[src/design/ilid_pkg.sv]
`timescale 1ns / 1ps
// ----------------------------------------------------------------------------
// ilid_pkg: shared definitions for the indexed list core
// Sizes, request and status codes, and the command struct that is broadcast
// to every storage cell.
// ----------------------------------------------------------------------------
package ilid_pkg;

    localparam int CAPACITY = 16;

    localparam int ACTION_W = 3;
    localparam int POS_W    = 5;
    localparam int DATA_W   = 32;
    localparam int STATUS_W = 2;
    localparam int COUNT_W  = 5;

    // Index into the store and width of the internal count.
    localparam int IDX_W = (CAPACITY > 1) ? $clog2(CAPACITY) : 1;
    localparam int CNT_W = $clog2(CAPACITY + 1);
    // Common width for comparing a request position against the count.
    localparam int CMP_W = (CNT_W > POS_W) ? CNT_W : POS_W;

    localparam logic [ACTION_W-1:0] ACT_GET    = 3'd0;
    localparam logic [ACTION_W-1:0] ACT_HEAD   = 3'd1;
    localparam logic [ACTION_W-1:0] ACT_TAIL   = 3'd2;
    localparam logic [ACTION_W-1:0] ACT_INSERT = 3'd3;
    localparam logic [ACTION_W-1:0] ACT_DELETE = 3'd4;

    localparam logic [STATUS_W-1:0] ST_DONE  = 2'd0;
    localparam logic [STATUS_W-1:0] ST_RANGE = 2'd1;
    localparam logic [STATUS_W-1:0] ST_FULL  = 2'd2;

    typedef logic [IDX_W-1:0]         t_idx;
    typedef logic [CNT_W-1:0]         t_cnt;
    typedef logic signed [DATA_W-1:0] t_data;

    // Command seen by every cell in the same cycle.
    typedef struct packed {
        logic ins;
        logic del;
        t_idx pos;
    } t_cell_cmd;

endpackage

[src/design/ilid_if.sv]
`timescale 1ns / 1ps
// ----------------------------------------------------------------------------
// ilid_req_if / ilid_rsp_if: request and response channels
// Valid/ready channels; an item moves when valid and ready are both high.
// ----------------------------------------------------------------------------
interface ilid_req_if;
    logic                                 valid;
    logic                                 ready;
    logic [ilid_pkg::ACTION_W-1:0]        action;
    logic [ilid_pkg::POS_W-1:0]           position;
    logic signed [ilid_pkg::DATA_W-1:0]   item_value;

    modport source (output valid, action, position, item_value, input ready);
    modport sink   (input valid, action, position, item_value, output ready);
endinterface

interface ilid_rsp_if;
    logic                                 valid;
    logic                                 ready;
    logic signed [ilid_pkg::DATA_W-1:0]   read_value;
    logic [ilid_pkg::STATUS_W-1:0]        status;
    logic [ilid_pkg::COUNT_W-1:0]         count_after;

    modport source (output valid, read_value, status, count_after, input ready);
    modport sink   (input valid, read_value, status, count_after, output ready);
endinterface

[src/design/ilid_cell.sv]
`timescale 1ns / 1ps
// ----------------------------------------------------------------------------
// ilid_cell: one storage slot of the shifting store
// Holds one value; on an insert it loads the new value or takes its left
// neighbor, on a delete it takes its right neighbor.
// ----------------------------------------------------------------------------
module ilid_cell (
    input  logic                i_clk,
    input  ilid_pkg::t_idx      i_index,
    input  ilid_pkg::t_cell_cmd i_cmd,
    input  ilid_pkg::t_data     i_new,
    input  ilid_pkg::t_data     i_left,
    input  ilid_pkg::t_data     i_right,
    output ilid_pkg::t_data     o_value
);

    ilid_pkg::t_data r_value;
    ilid_pkg::t_data n_value;

    always_comb begin
        n_value = r_value;
        if (i_cmd.ins) begin
            if (i_index == i_cmd.pos) begin
                n_value = i_new;
            end else if (i_index > i_cmd.pos) begin
                n_value = i_left;
            end
        end else if (i_cmd.del && (i_index >= i_cmd.pos)) begin
            n_value = i_right;
        end
    end

    always_ff @(posedge i_clk) begin
        r_value <= n_value;
    end

    assign o_value = r_value;

endmodule

[src/design/indexed_list_insert_delete_core.sv]
`timescale 1ns / 1ps
// ----------------------------------------------------------------------------
// indexed_list_insert_delete_core: ordered list with get, insert and delete
// Keeps up to CAPACITY signed values in a row of cells plus a count, and
// answers each request with a read value, a status and the new count.
// ----------------------------------------------------------------------------
//
//  Channel   Direction  Payload                               Role
//  i_req     in         action, position, item_value          one request
//  o_rsp     out        read_value, status, count_after       one response
//
// Every request gives exactly one response; a new request can be accepted in
// every cycle unless a response stalls. An insert or delete moves every
// later cell by one place in that same cycle, since each cell loads from its
// neighbor in parallel. The response sits in an output register; a request is
// accepted whenever that register is empty or is being drained, so a stalled
// response holds back only the next request. Reset is synchronous and active
// low; it clears the count and the response valid flag. The cell contents
// are not reset, as only entries below the count are ever read.
//
module indexed_list_insert_delete_core (
    input  logic       i_clk,
    input  logic       i_rst_n,
    ilid_req_if.sink   i_req,
    ilid_rsp_if.source o_rsp
);

    localparam ilid_pkg::t_cnt FULL_CNT = ilid_pkg::CNT_W'(ilid_pkg::CAPACITY);

    // Cell outputs, one per slot.
    ilid_pkg::t_data w_value [ilid_pkg::CAPACITY];

    ilid_pkg::t_cnt  r_count;
    ilid_pkg::t_cnt  n_count;

    logic                             r_out_valid;
    ilid_pkg::t_data                  r_read_value;
    logic [ilid_pkg::STATUS_W-1:0]    r_status;

    ilid_pkg::t_data                  n_read_value;
    logic [ilid_pkg::STATUS_W-1:0]    n_status;
    ilid_pkg::t_cell_cmd              w_cmd;

    logic                             w_accept;
    logic [ilid_pkg::CMP_W-1:0]       w_pos_x;
    logic [ilid_pkg::CMP_W-1:0]       w_cnt_x;
    logic [ilid_pkg::CMP_W-1:0]       w_count_after_x;
    logic                             w_full;

    // The output register accepts a new item when empty or being drained.
    assign i_req.ready = !r_out_valid || o_rsp.ready;
    assign w_accept    = i_req.valid && i_req.ready;

    assign w_pos_x = ilid_pkg::CMP_W'(i_req.position);
    assign w_cnt_x = ilid_pkg::CMP_W'(r_count);
    assign w_full  = (r_count == FULL_CNT);

    // Request decode: picks the cell command, the response and the next count.
    always_comb begin
        w_cmd.ins    = 1'b0;
        w_cmd.del    = 1'b0;
        w_cmd.pos    = ilid_pkg::t_idx'(w_pos_x);
        n_read_value = '0;
        n_status     = ilid_pkg::ST_DONE;
        n_count      = r_count;
        case (i_req.action)
            ilid_pkg::ACT_GET: begin
                if (w_pos_x < w_cnt_x) begin
                    n_read_value = w_value[ilid_pkg::t_idx'(w_pos_x)];
                end else begin
                    n_read_value = '1;
                    n_status     = ilid_pkg::ST_RANGE;
                end
            end
            ilid_pkg::ACT_HEAD: begin
                w_cmd.pos = '0;
                if (w_full) begin
                    n_status = ilid_pkg::ST_FULL;
                end else begin
                    w_cmd.ins = 1'b1;
                    n_count   = r_count + 1'b1;
                end
            end
            ilid_pkg::ACT_TAIL: begin
                // The tail position is below CAPACITY whenever it is used.
                w_cmd.pos = ilid_pkg::t_idx'(w_cnt_x);
                if (w_full) begin
                    n_status = ilid_pkg::ST_FULL;
                end else begin
                    w_cmd.ins = 1'b1;
                    n_count   = r_count + 1'b1;
                end
            end
            ilid_pkg::ACT_INSERT: begin
                // The range check comes before the full check.
                if (w_pos_x > w_cnt_x) begin
                    n_status = ilid_pkg::ST_RANGE;
                end else if (w_full) begin
                    n_status = ilid_pkg::ST_FULL;
                end else begin
                    w_cmd.ins = 1'b1;
                    n_count   = r_count + 1'b1;
                end
            end
            ilid_pkg::ACT_DELETE: begin
                if (w_pos_x < w_cnt_x) begin
                    w_cmd.del = 1'b1;
                    n_count   = r_count - 1'b1;
                end else begin
                    n_status = ilid_pkg::ST_RANGE;
                end
            end
            default: begin
                n_status = ilid_pkg::ST_RANGE;
            end
        endcase
        // Nothing moves unless the request is actually taken.
        if (!w_accept) begin
            w_cmd.ins = 1'b0;
            w_cmd.del = 1'b0;
        end
    end

    // Row of cells: each slot shifts from its left or right neighbor.
    for (genvar g = 0; g < ilid_pkg::CAPACITY; g++) begin : g_cell
        ilid_pkg::t_data w_left;
        ilid_pkg::t_data w_right;
        if (g == 0) begin : g_first
            assign w_left = i_req.item_value;
        end else begin : g_inner_l
            assign w_left = w_value[g-1];
        end
        if (g == ilid_pkg::CAPACITY - 1) begin : g_last
            assign w_right = w_value[g];
        end else begin : g_inner_r
            assign w_right = w_value[g+1];
        end
        ilid_cell u_cell (
            .i_clk   (i_clk),
            .i_index (ilid_pkg::t_idx'(g)),
            .i_cmd   (w_cmd),
            .i_new   (i_req.item_value),
            .i_left  (w_left),
            .i_right (w_right),
            .o_value (w_value[g])
        );
    end

    always_ff @(posedge i_clk) begin
        if (!i_rst_n) begin
            r_count     <= '0;
            r_out_valid <= 1'b0;
        end else begin
            if (w_accept) begin
                r_count     <= n_count;
                r_out_valid <= 1'b1;
            end else if (o_rsp.ready) begin
                r_out_valid <= 1'b0;
            end
        end
    end

    always_ff @(posedge i_clk) begin
        if (w_accept) begin
            r_read_value <= n_read_value;
            r_status     <= n_status;
        end
    end

    // The reported count is the count truncated to the port width.
    assign w_count_after_x   = ilid_pkg::CMP_W'(r_count);
    assign o_rsp.valid       = r_out_valid;
    assign o_rsp.read_value  = r_read_value;
    assign o_rsp.status      = r_status;
    assign o_rsp.count_after = w_count_after_x[ilid_pkg::COUNT_W-1:0];

endmodule
[src/flat_wrapper.sv]
// flat-port wrapper written by rule: the top's interface ports become plain ports
module indexed_list_insert_delete_core_flat 
  (i_clk, i_rst_n, i_req_valid, i_req_action, i_req_position, i_req_item_value, i_req_ready, o_rsp_valid, o_rsp_read_value, o_rsp_status, o_rsp_count_after, o_rsp_ready);
  ilid_req_if i_req_i ();
  ilid_rsp_if o_rsp_i ();
  input  logic i_clk;
  input  logic i_rst_n;
  input wire logic [$bits(i_req_i.valid)-1:0] i_req_valid;
  input wire logic [$bits(i_req_i.action)-1:0] i_req_action;
  input wire logic [$bits(i_req_i.position)-1:0] i_req_position;
  input wire logic [$bits(i_req_i.item_value)-1:0] i_req_item_value;
  output wire logic [$bits(i_req_i.ready)-1:0] i_req_ready;
  output wire logic [$bits(o_rsp_i.valid)-1:0] o_rsp_valid;
  output wire logic [$bits(o_rsp_i.read_value)-1:0] o_rsp_read_value;
  output wire logic [$bits(o_rsp_i.status)-1:0] o_rsp_status;
  output wire logic [$bits(o_rsp_i.count_after)-1:0] o_rsp_count_after;
  input wire logic [$bits(o_rsp_i.ready)-1:0] o_rsp_ready;
  assign i_req_i.valid = i_req_valid;
  assign i_req_i.action = i_req_action;
  assign i_req_i.position = i_req_position;
  assign i_req_i.item_value = i_req_item_value;
  assign i_req_ready = i_req_i.ready;
  assign o_rsp_valid = o_rsp_i.valid;
  assign o_rsp_read_value = o_rsp_i.read_value;
  assign o_rsp_status = o_rsp_i.status;
  assign o_rsp_count_after = o_rsp_i.count_after;
  assign o_rsp_i.ready = o_rsp_ready;
  indexed_list_insert_delete_core u_core (.i_clk(i_clk), .i_rst_n(i_rst_n), .i_req(i_req_i), .o_rsp(o_rsp_i));
endmodule
[config.mk]
export PLATFORM = sky130hd
export DESIGN_NAME = indexed_list_insert_delete_core_flat
export DESIGN_NICKNAME = d
export VERILOG_FILES = /design/src/design/ilid_pkg.sv /design/src/design/ilid_if.sv /design/src/design/ilid_cell.sv /design/src/design/indexed_list_insert_delete_core.sv /design/src/flat_wrapper.sv
export SDC_FILE = /design/constraint.sdc
export NUM_CORES = 1
export LEC_CHECK = 0
export BUFFER_PORTS_ARGS = -buffer_cell sky130_fd_sc_hd__buf_2
export CAP_MARGIN = 0
export CORE_UTILIZATION = 25
export CTS_CLUSTER_SIZE = 8
export DETAILED_ROUTE_END_ITERATION = 10
export PLACE_DENSITY_LB_ADDON = 0.12
export SETUP_SLACK_MARGIN = 0.02
export SLEW_MARGIN = 25
export SYNTH_ARGS = -nofsm -noshare
export SYNTH_HDL_FRONTEND = slang
export SYNTH_SLANG_ARGS = --single-unit
[constraint.sdc]
create_clock -name i_clk -period 6.77 [get_ports i_clk]
set_clock_uncertainty 0.1 [all_clocks]
set_input_delay 0.677 -clock i_clk [delete_from_list [all_inputs] [get_ports i_clk]]
set_output_delay 0.677 -clock i_clk [all_outputs]
set_load 0.005 [all_outputs]
## Word-level counts from Yosys, hierarchy flattened

Cells that the tools add are included.

- Eq/ne operators: 37
- Shift-type cells: 0
- Div/mod/pow operators: 0
- Multiplexer cells: 83
- Reductions and logical operators: 57
- $add $sub $neg: 2
- $mul: 0
- Bitwise gates (word level): 1
- $lt $le $gt $ge: 34

Operator list:

| operator | number |
|---|---|
| $mux W32 | 65 |
| $bmux W32 S4 | 1 |
| $ne A3 B3 Y1 const B | 14 |
| $reduce_bool A2 Y1 | 17 |
| $eq A4 B4 Y1 const A | 8 |
| $gt A4 B4 Y1 const A | 8 |
| $reduce_and A2 Y1 | 16 |
| $ge A4 B4 Y1 const A | 7 |
| $eq A3 B4 Y1 const A | 4 |
| $ge A3 B4 Y1 const A | 4 |
| $gt A3 B4 Y1 const A | 4 |
| $logic_and A1 B1 Y1 | 16 |
| $mux W5 | 3 |
| $pmux W5 S3 | 1 |
| $eq A2 B4 Y1 const A | 2 |
| $ge A1 B4 Y1 const A | 2 |
| $ge A2 B4 Y1 const A | 2 |
| $gt A1 B4 Y1 const A | 2 |
| $gt A2 B4 Y1 const A | 2 |
| $pmux W4 S2 | 1 |
| $mux W1 | 7 |
| $eq A3 B2 Y1 const B | 2 |
| $mux W2 | 3 |
| $pmux W2 S3 | 1 |
| other kinds (21) | 22 |

- Memories kept: 0
- Latch bits: 0
- Bits of input ports: 44
- RAM bits: 0
- Logic and storage cells: 234
- Register bits: 552
- Bits in read-only memories: 0
- Output and inout bits: 41

## Logic depth before layout (Yosys ltp)

Gate-level depths: netlist (run 1).

- Word-level depth: 8
- Depth in mapped cells: 14
- Depth with buffers taken out: 8

## By module

A second synthesis (run 1) with hierarchy kept.

- Cell total of the unflattened synthesis: 2797
- Area, all modules: 33608.5 um^2

By module, submodules not included:

| module | times used | area each (um^2) | cells an instance | seq. area each (um^2) |
|---|---|---|---|---|
| ilid_cell | 16 | 1737.9 | 152 | 960.9 |
| indexed_list_insert_delete_core | 1 | 5801.8 | 365 | 1141.1 |

## Worst setup path before layout (run 1)

Ideal clock, no wire load.

- Kind: in2reg
- Start point: input i_req_position[0]
- End point: register u_core.g_cell[2].u_cell.r_value[0], enable pin
- Library setup time: 470 ps
- Stages on the path: 13
- Arrival time: 5453 ps
- Path buffers: 5
- Required time: 6200 ps
- Setup slack: 747 ps
- Cell sequence: clkbuf_1 > buf_2 > buf_2 > inv_1 > ha_1 > inv_1 > o21a_1 > a311o_1 > buf_2 > inv_1 > nor2_1 > clkbuf_1 > a211oi_1

- Word-level cells in the longest chain between the ends: 7
- Elaborated cells on any way between the ends: 15
- Those cells by class: order compare (4); eq/ne (2); mux (6); reduce/logical (3)

Ends and longest elaborated chain:

| element | RTL line | source |
|---|---|---|
| start: declaration | flat_wrapper.sv:10 | `input wire logic [$bits(i_req_i.position)-1:0] i_req_position;` |
| branches (longest 6 deep; another with $gt A5 B5 Y1) | - |  |
| $reduce_and A2 Y1 (no line) * | - |  |
| end signal: assignment | ilid_cell.sv:34 | `r_value <= n_value;` |
| end: declaration | ilid_cell.sv:17 | `ilid_pkg::t_data r_value;` |

Mark *: on every way between the ends.
A chain may end at the register's enable or synchronous reset.

## Final worst setup path (run 1)

- Start point: register u_core.r_count[1], in the netlist u_core.o_rsp.count_after[1]
- End point: register u_core.g_cell[7].u_cell.r_value[29], enable pin

- Word-level cells in the longest chain between the ends: 7
- Elaborated cells on any way between the ends: 17
- Those cells by class: order compare (4); eq/ne (3); mux (7); reduce/logical (3)

Ends and longest elaborated chain:

| element | RTL line | source |
|---|---|---|
| start: declaration | indexed_list_insert_delete_core.sv:33 | `ilid_pkg::t_cnt r_count;` |
| start signal: assignment | indexed_list_insert_delete_core.sv:155 | `r_count <= n_count;` |
| branches (longest 6 deep; another with $gt A5 B5 Y1) | - |  |
| $reduce_and A2 Y1 (no line) * | - |  |
| end signal: assignment | ilid_cell.sv:34 |  |
| end: declaration | ilid_cell.sv:17 |  |

Marked as above.

==> impl_summary.txt, run 1 <==
----------------------------------------------------
[Floorplanning]
  Die Height ... 358.3 um
  Initial Util ... 25.25%
  Die span in x ... 358.3 um
  Full die area ... 0.1284 mm^2
  Placeable core region ... 0.1257 mm^2
  Ports ... 85
  Row cnt ... 130

[Clock tree]
  Clock insertion delay at the later pin of the skew report ... 0.65 ns
  Cts repair resizes ... 0
  CTS tree ... built
  CTS Buffer Depth ... 3
  CTS clk-pin slew, worst paths ... 0.05 ns
  Count of clock tree sinks ... 552
  CTS buffer count ... 80
  H-tree levels ... 3
  Hold bufs inserted after CTS ... 0
  CTS root buf ... clkbuf_16
  Number of buffers inserted to repair setup after CTS ... 0

[Logic synthesis]
  Parity-gate share of the synthesized area counting xor and xnor cells ... 0.05519%
  Fraction of the yosys area taken by sequential cells ... 52.03%
  Synthesized area ... 0.03174 mm^2
  Synthesized net count ... 2635
  Dominant cell type by area after synthesis ... edfxtp_1
  Synthesized netlist cell count ... 2582
  Total of warnings raised by yosys ... 0
  Distinct cell type count of the synthesized netlist ... 49
  Post-synthesis simple-gate area fraction ... 8.108%
  Proportion of synthesized flip-flops having asynchronous set or reset ... 0%
  Main synth FF type ... edfxtp_1
  Post-Syn Area per Cell ... 12.29 um^2
  Share of synthesized area spent on multiplexers ... 26.62%
  Post-synth EDFFs ... 546
  Flops & latches, synth ... 552
  Post-synthesis compound-gate area fraction ... 8.952%
  Dominant cells by area after synthesis ... edfxtp_1 52%, mux2i_1 14%, mux4_2 11%, o21ai_1 6.6%, nand2_1 6.6%
  Largest family of logic cells by synthesized area ... multiplexers
  Area share of the largest cell type after synthesis ... 51.65%
  Share of synthesized cell area in full adder, half adder and majority cells ... 0.3784%

[Placement]
  Number of input and output port buffers inserted ... 84
  Post-detailed-placement half-perimeter wirelength ... 61.57 mm
  GP Congestion ... 0.7479
  Cell count after placement ... 4131

[Critical path]
  Category of the critical setup timing path ... reg -> reg
  Endpoint type of the worst setup path ... register
  Worst stage delay on the critical path ... 0.84 ns
  Most common cell on crit path ... buf_4
  Cell at the slowest stage of the critical path ... inv_2
  CP Launch Type ... register
  Series of cell instances along the critical path ... inv_1, ha_1, nand4_1, o21a_1, a311o_2, inv_4, buf_4, o21ai_0, inv_2, buf_4
  Worst path buffer plus inverter count ... 5
  Arrival time of the worst setup path ... 4.91 ns
  Cell class contributing the biggest share of worst-path delay ... buffers and inverters
  Required time of the worst setup path ... 6.99 ns
  Top fanout value on the critical path ... 39

[Power and ir drop]
  Static Leak ... 13.49 nW
  P_int ... 6.590 mW
  Maximum VDD drop ... 0.1630 mV
  Proportion of power drawn by the clock network ... 41.8%
  Share of power burned in combinational logic ... 13.2%
  Relative contribution of sequential cells to total power ... 45.0%
  Switch share ... 26.99%
  Total net switching power ... 2.436 mW
  Cell Pwr Density ... 250.5 mW/mm^2

[Hold path]
  Worst hold path class ... in -> reg

[GRT]
  Number of global-route vias before repair ... 21559
  Global routing usage summed across all routing layers ... 17.27%
  Initial antenna violation count ... 7
  Global-route wire length before repair ... 159.9 mm
  Sum of overflow across all layers after global routing ... 0
  Largest net degree at the start of global routing ... 268

[Timing]
  Time the final worst path needs with I/O delays and setup ... 4.692 ns
  Worst-Margin Slew ... 1.093 ns
  Highest Clock Rate ... 213.1 MHz
  Total setup violations reported at the end of the flow ... 0
  Total negative setup slack ... 0 ns
  Relative slew slack ... 27.16%
  Number of slew-limit violations in the final report ... 0
  Unrepaired setup endpoints after global routing ... false
  Fraction of the cycle the final worst path needs ... 69.30%
  Endpoints failing hold ... 0

[Layout]
  Number of antenna repair diodes ... 0
  Number of nets at the end of the flow ... 2618
  Number of standard cells in the layout, taps in and fillers out ... 4235
  Layout cells sized above 1 ... 18.07%
  Area Growth Syn to Fin ... 13.53%

[Drt]
  Antenna Nets Post-Route ... 0
  Remaining design rule violation count ... 0
  Ratio of routed vias to standard cells ... 5.047
  Detailed-route wire length per cell ... 26.21 um
  Violation count after the first detailed-routing iteration ... 1754
  Number of search-and-repair iterations in the first detailed-routing pass ... 5
  Vias ... 21375
  WL final ... 111.0 mm

[Outcome]
  Run status ... finished, final reports clean

[Run]
  Max-cap violations ... 0

----------------------------------------------------
cells by family (layout without fill, tap and decap cells):
family,count (synthesis),after routing
AO/OA/AOI/OAI,520,520
XOR/XNOR,2,2
adder cells (fa/ha/maj),9,9
buffers and inverters,253,256
flip-flops,552,552
multiplexers,640,640
AND/OR/NAND/NOR,606,606
power groups by stage:
stage / logic [mW] / clock network [mW] / registers, mW
4_1_cts: 1.21 / 3.90 / 4.06
2_1_floorplan: 0.792 / 0 / 4.09
5_1_grt: 1.30 / 4.00 / 4.07
3_3_place_gp: 1.19 / 0 / 4.12
3_5_place_dp: 1.20 / 0 / 4.12
6_report: 1.19 / 3.77 / 4.06
flip-flops by register name (all words and copies together), names as in the netlist:
signal                        count
u_core.g_cell.u_cell.o_value    512
u_core.o_rsp.count_after          5
u_core.o_rsp.valid                1
u_core.o_rsp.read_value          32
u_core.o_rsp.status               2
path summary, 6_finish.rpt:
path | depth (start not counted) | endpoint | startpoint | slack (ns)
worst max register to register | 10 | u_core.g_cell[7].u_cell.o_value[29]$_DFFE_PP_ | u_core.o_rsp.count_after[1]$_SDFFE_PN0P_ | 2.08
worst min-delay path | 3 | u_core.o_rsp.valid$_SDFFE_PN0P_ | i_req_valid | 0.25
worst min register to register | 2 | u_core.g_cell[14].u_cell.o_value[14]$_DFFE_PP_ | u_core.g_cell[15].u_cell.o_value[14]$_DFFE_PP_ | 0.45
worst max-delay path | 10 | u_core.g_cell[7].u_cell.o_value[29]$_DFFE_PP_ | u_core.o_rsp.count_after[1]$_SDFFE_PN0P_ | 2.08
layout make-up:
| cell class | count | area (um^2) |
|---|---|---|
| inverters | 12 | 47.55 |
| clock buffers | 95 | 2100 |
| fillers | 12786 | 89700 |
| clock inverters | 7 | 108.9 |
| flip-flops and latches | 552 | 16520 |
| well taps | 1650 | 2064 |
| multi-input cells | 1777 | 14190 |
| repair buffers | 142 | 1012 |
synth_stat cells (all sizes together) (8+ instances only):
library cell	instances
clkbuf	148
nand2	555
a21oi	10
nor2	9
mux2	32
mux2i	448
inv	12
mux4	160
o21ai	454
edfxtp	546
buf	93
o21a	33
ha	8
layer usage:
layer | part of all wire (%) | track usage [%]
met5 | 0.023 | 0
met1 | 48 | 25.07
met2 | 45 | 26.77
met3 | 4.9 | 2.442
met4 | 2.0 | 4.553
metrics by stage:
stage               hold WS [ns]  utilization, %  setup WS [ns]  instance area, um^2  total power, mW
floorplan                 0.3954               -         0.7468                31740            4.885
global route              0.2454           28.66          1.839                36040            9.375
finish                    0.2503           28.66          2.078                36040            9.026
global placement          0.4336           26.83          1.314                33730            5.308
detailed placement        0.4478           26.85          1.349                33760            5.327
CTS                       0.2012           28.61          1.978                35970            9.163
cells in the final DEF (no fill, tap or decap), drive strengths merged, types with 7 or more instances in the layout:
cell type,instances
inv,16
buf,142
mux4,160
nor2,9
mux2i,448
a21oi,10
clkbuf,95
o21ai,454
o21a,33
nor4,7
nand4,7
ha,8
edfxtp,546
nand2,555
mux2,32
tightest hold or removal path, delay by kind of cell:
kind            cells  cell delay, ns
compound gates      1            0.08
buf+inv             2            0.18
Note: power is estimated with default switching activity, not from simulation.
==> run 2, diff against run 1 <==
--- a/config.mk
+++ b/config.mk
@@ -5,6 +5,7 @@
 export SDC_FILE = /design/constraint.sdc
 export NUM_CORES = 1
 export LEC_CHECK = 0
+export ABC_AREA = 1
 export BUFFER_PORTS_ARGS = -buffer_cell sky130_fd_sc_hd__buf_2
 export CAP_MARGIN = 0
 export CORE_UTILIZATION = 25
==> constraint.sdc (replaced) <==
create_clock -name i_clk -period 3.79 [get_ports i_clk]
set_clock_uncertainty 0.1 [all_clocks]
set_input_delay 0.379 -clock i_clk [delete_from_list [all_inputs] [get_ports i_clk]]
set_output_delay 0.379 -clock i_clk [all_outputs]
set_load 0.005 [all_outputs]
==> impl_summary.txt, run 2 <==
----------------------------------------------------
[Outcome]
  Run status ... finished, final reports clean

[Critical path]
  Series of cell instances along the critical path ... inv_1, ha_1, nand2_1, nor2_1, nand2_1, nand3_1, nand3_1, nand3_2, buf_4, nor2_4, buf_4
  Critical register-to-register path startpoint ... u_core.o_rsp.count_after[3]$_SDFFE_PN0P_
  Endpoint type of the worst setup path ... register
  Cell class contributing the biggest share of worst-path delay ... simple AND/OR/NAND/NOR gates
  Setup slack of the worst register-to-register path ... 0.56 ns
  Number of cells on the worst reg-to-reg path ... 11
  Worst path buffer plus inverter count ... 3
  Top fanout value on the critical path ... 19
  CP Launch Type ... register
  Cell at the slowest stage of the critical path ... buf_4
  Cell count along the critical path ... 11
  Required time of the worst setup path ... 3.99 ns
  Worst stage delay on the critical path ... 0.43 ns
  Worst R2R End ... u_core.g_cell[10].u_cell.o_value[19]$_DFFE_PP_
  Category of the critical setup timing path ... reg -> reg
  Arrival time of the worst setup path ... 3.42 ns

[Layout]
  Final standard cell area without fillers ... 0.03946 mm^2
  Flip-flop count of the largest register after layout ... 512
  Filler cells ... 14906
  Number of antenna repair diodes ... 0
  Layout cells sized above 1 ... 7.467%
  Utilization after layout ... 29.06%
  Most common cell after layout, fill and taps aside ... nand2_1
  Number of nets at the end of the flow ... 4782
  Area Growth Syn to Fin ... 15.14%
  Commonest cells after routing, fill and taps aside ... 1890 x nand2_1, 744 x nand3_1, 546 x edfxtp_1, 537 x inv_1, 296 x o21ai_0

[Logic synthesis]
  Synthesized area ... 0.03427 mm^2
  Most common cell in the netlist ... nand2_1
  Share of synthesized area spent on multiplexers ... 0%
  Post-synthesis simple-gate area fraction ... 33.29%
  Commonest cells in the synthesized netlist ... 1904 x nand2_1, 745 x nand3_1, 546 x edfxtp_1, 543 x inv_1, 296 x o21ai_0
  Largest family of logic cells by synthesized area ... simple AND/OR/NAND/NOR gates
  Share of synthesized cell area in full adder, half adder and majority cells ... 0.3505%
  Fraction of the yosys area taken by sequential cells ... 48.19%
  Total of warnings raised by yosys ... 0
  Dominant cells by area after synthesis ... edfxtp_1 48%, nand2_1 21%, nand3_1 11%, inv_1 5.9%, o21ai_0 4.3%
  Synthesized net count ... 4838
  Post-synth EDFFs ... 546
  Distinct cell type count of the synthesized netlist ... 28
  Proportion of synthesized flip-flops having asynchronous set or reset ... 0%
  Parity-gate share of the synthesized area counting xor and xnor cells ... 0.05111%
  Main synth FF type ... edfxtp_1
  Dominant cell type by area after synthesis ... edfxtp_1
  Flops & latches, synth ... 552
  Synthesized netlist cell count ... 4785
  Post-Syn Area per Cell ... 7.163 um^2
  Area share of the largest cell type after synthesis ... 47.84%
  Post-synthesis compound-gate area fraction ... 8.097%

[GRT]
  Initial antenna violation count ... 3
  Largest net degree at the start of global routing ... 163
  Sum of overflow across all layers after global routing ... 0
  Global routing usage summed across all routing layers ... 21.61%
  Number of global-route vias before repair ... 30952
  Global-route wire length before repair ... 219.6 mm

[Floorplanning]
  Die span in x ... 372.3 um
  Initial Util ... 25.24%
  Die Height ... 372.3 um
  Ports ... 85
  Full die area ... 0.1386 mm^2
  Placeable core region ... 0.1358 mm^2
  Row cnt ... 135

[Timing]
  Relative slew slack ... 38.63%
  Endpoints failing hold ... 0
  Number of slew-limit violations in the final report ... 0
  Fraction of the cycle the final worst path needs ... 85.10%
  Total setup violations reported at the end of the flow ... 0
  Highest Clock Rate ... 310.1 MHz
  Unrepaired setup endpoints after global routing ... false
  Total negative setup slack ... 0 ns
  Time the final worst path needs with I/O delays and setup ... 3.225 ns
  Final Hold Slack ... 0.1718 ns
  Worst-Margin Slew ... 0.9195 ns

[Hold path]
  Start point of the worst hold path ... i_req_action[2]
  Worst Hold Path Cells ... 4
  Worst hold path class ... in -> reg
  Worst hold endpoint ... u_core.o_rsp.status[1]$_DFFE_PP_

[Clock tree]
  Count of clock tree sinks ... 552
  Hold bufs inserted after CTS ... 3
  H-tree levels ... 3
  Clock insertion delay at the later pin of the skew report ... 0.68 ns
  Number of buffers inserted to repair setup after CTS ... 0
  Cts repair resizes ... 0
  CTS clk-pin slew, worst paths ... 0.05 ns
  CTS tree ... built
  CTS Buffer Depth ... 3
  CTS root buf ... clkbuf_16
  CTS buffer count ... 80

[Power and ir drop]
  Maximum VDD drop ... 0.3180 mV
  Cell Pwr Density ... 434.3 mW/mm^2
  Static Leak ... 17.89 nW

[Placement]
  Number of input and output port buffers inserted ... 84
  Total placed instance area ... 0.03720 mm^2
  Post-detailed-placement half-perimeter wirelength ... 90.89 mm
  GP Congestion ... 0.8247

[Drt]
  Violation count after the first detailed-routing iteration ... 3045
  Top metal layer carrying routed signals ... met4
  Antenna Nets Post-Route ... 0
  Remaining design rule violation count ... 0
  Detailed-route wire length per cell ... 23.09 um
  Vias ... 32048
  Met1 wire length ... 69.13 mm
  Ratio of routed vias to standard cells ... 4.904
  Met3 wire length ... 7.528 mm
  Met2 layer wire length in the routed design ... 70.37 mm
  WL final ... 150.9 mm
  Number of search-and-repair iterations in the first detailed-routing pass ... 6

[Run]
  Max-cap violations ... 0

----------------------------------------------------
[run 2: where the power goes]
group,internal [mW],switching (mW)
registers,7.17,0.200
logic,0.739,2.07
clock network,4.02,2.95
total,11.9,5.21
[run 2: layout make-up]
class                      instances  area [um^2]  area share [%]
sequential                       552        16520           41.85
tap                             1781         2228           5.647
clock inverter                     4        60.06          0.1522
clock buffer                     103         2173           5.508
inverter                         549         2082           5.276
timing repair buffer             208         1790           4.537
multi-input combinational       3338        14610           37.03
[run 2: worst max path at each step]
stage,startpoint,endpoint,slack [ns]
after floorplan,i_req_position[0],u_core.g_cell[9].u_cell.o_value[0]$_DFFE_PP_,-0.48
after global placement,i_req_position[0],u_core.g_cell[8].u_cell.o_value[10]$_DFFE_PP_,0.49
after detailed placement,i_req_position[0],u_core.g_cell[8].u_cell.o_value[10]$_DFFE_PP_,0.51
after CTS,u_core.o_rsp.count_after[3]$_SDFFE_PN0P_,u_core.g_cell[8].u_cell.o_value[23]$_DFFE_PP_,0.56
after global routing,u_core.o_rsp.count_after[3]$_SDFFE_PN0P_,u_core.g_cell[8].u_cell.o_value[21]$_DFFE_PP_,0.42
final,u_core.o_rsp.count_after[3]$_SDFFE_PN0P_,u_core.g_cell[10].u_cell.o_value[19]$_DFFE_PP_,0.56
[run 2: tightest hold or removal path: stages]
cell and delay [ns]:
buf_2 0.16, nor2_1 0.11, nand2_1 0.08, nor2_1 0.04
[run 2: cell families after synthesis]
family,Yosys count
flops,552
buf+inv,895
fa+ha+maj,9
simple gates,2773
compound gates,554
xor+xnor,2
[run 2: layer usage]
metal	vias to the layer above	global-route usage [%]
li1	15332	-
met1	15547	29.59
met2	961	35.52
met3	208	2.528
met4	0	6.297
met5	-	0
[run 2: metrics by stage]
stage          power, mW  instances  setup slack, ns
6_report           17.14       6535           0.5648
5_1_grt            17.81       6535           0.4158
4_1_cts            17.36       6535           0.5633
3_5_place_dp       10.30       6425           0.5073
3_3_place_gp       10.29       6425           0.4906
2_1_floorplan      9.050       4785          -0.4810
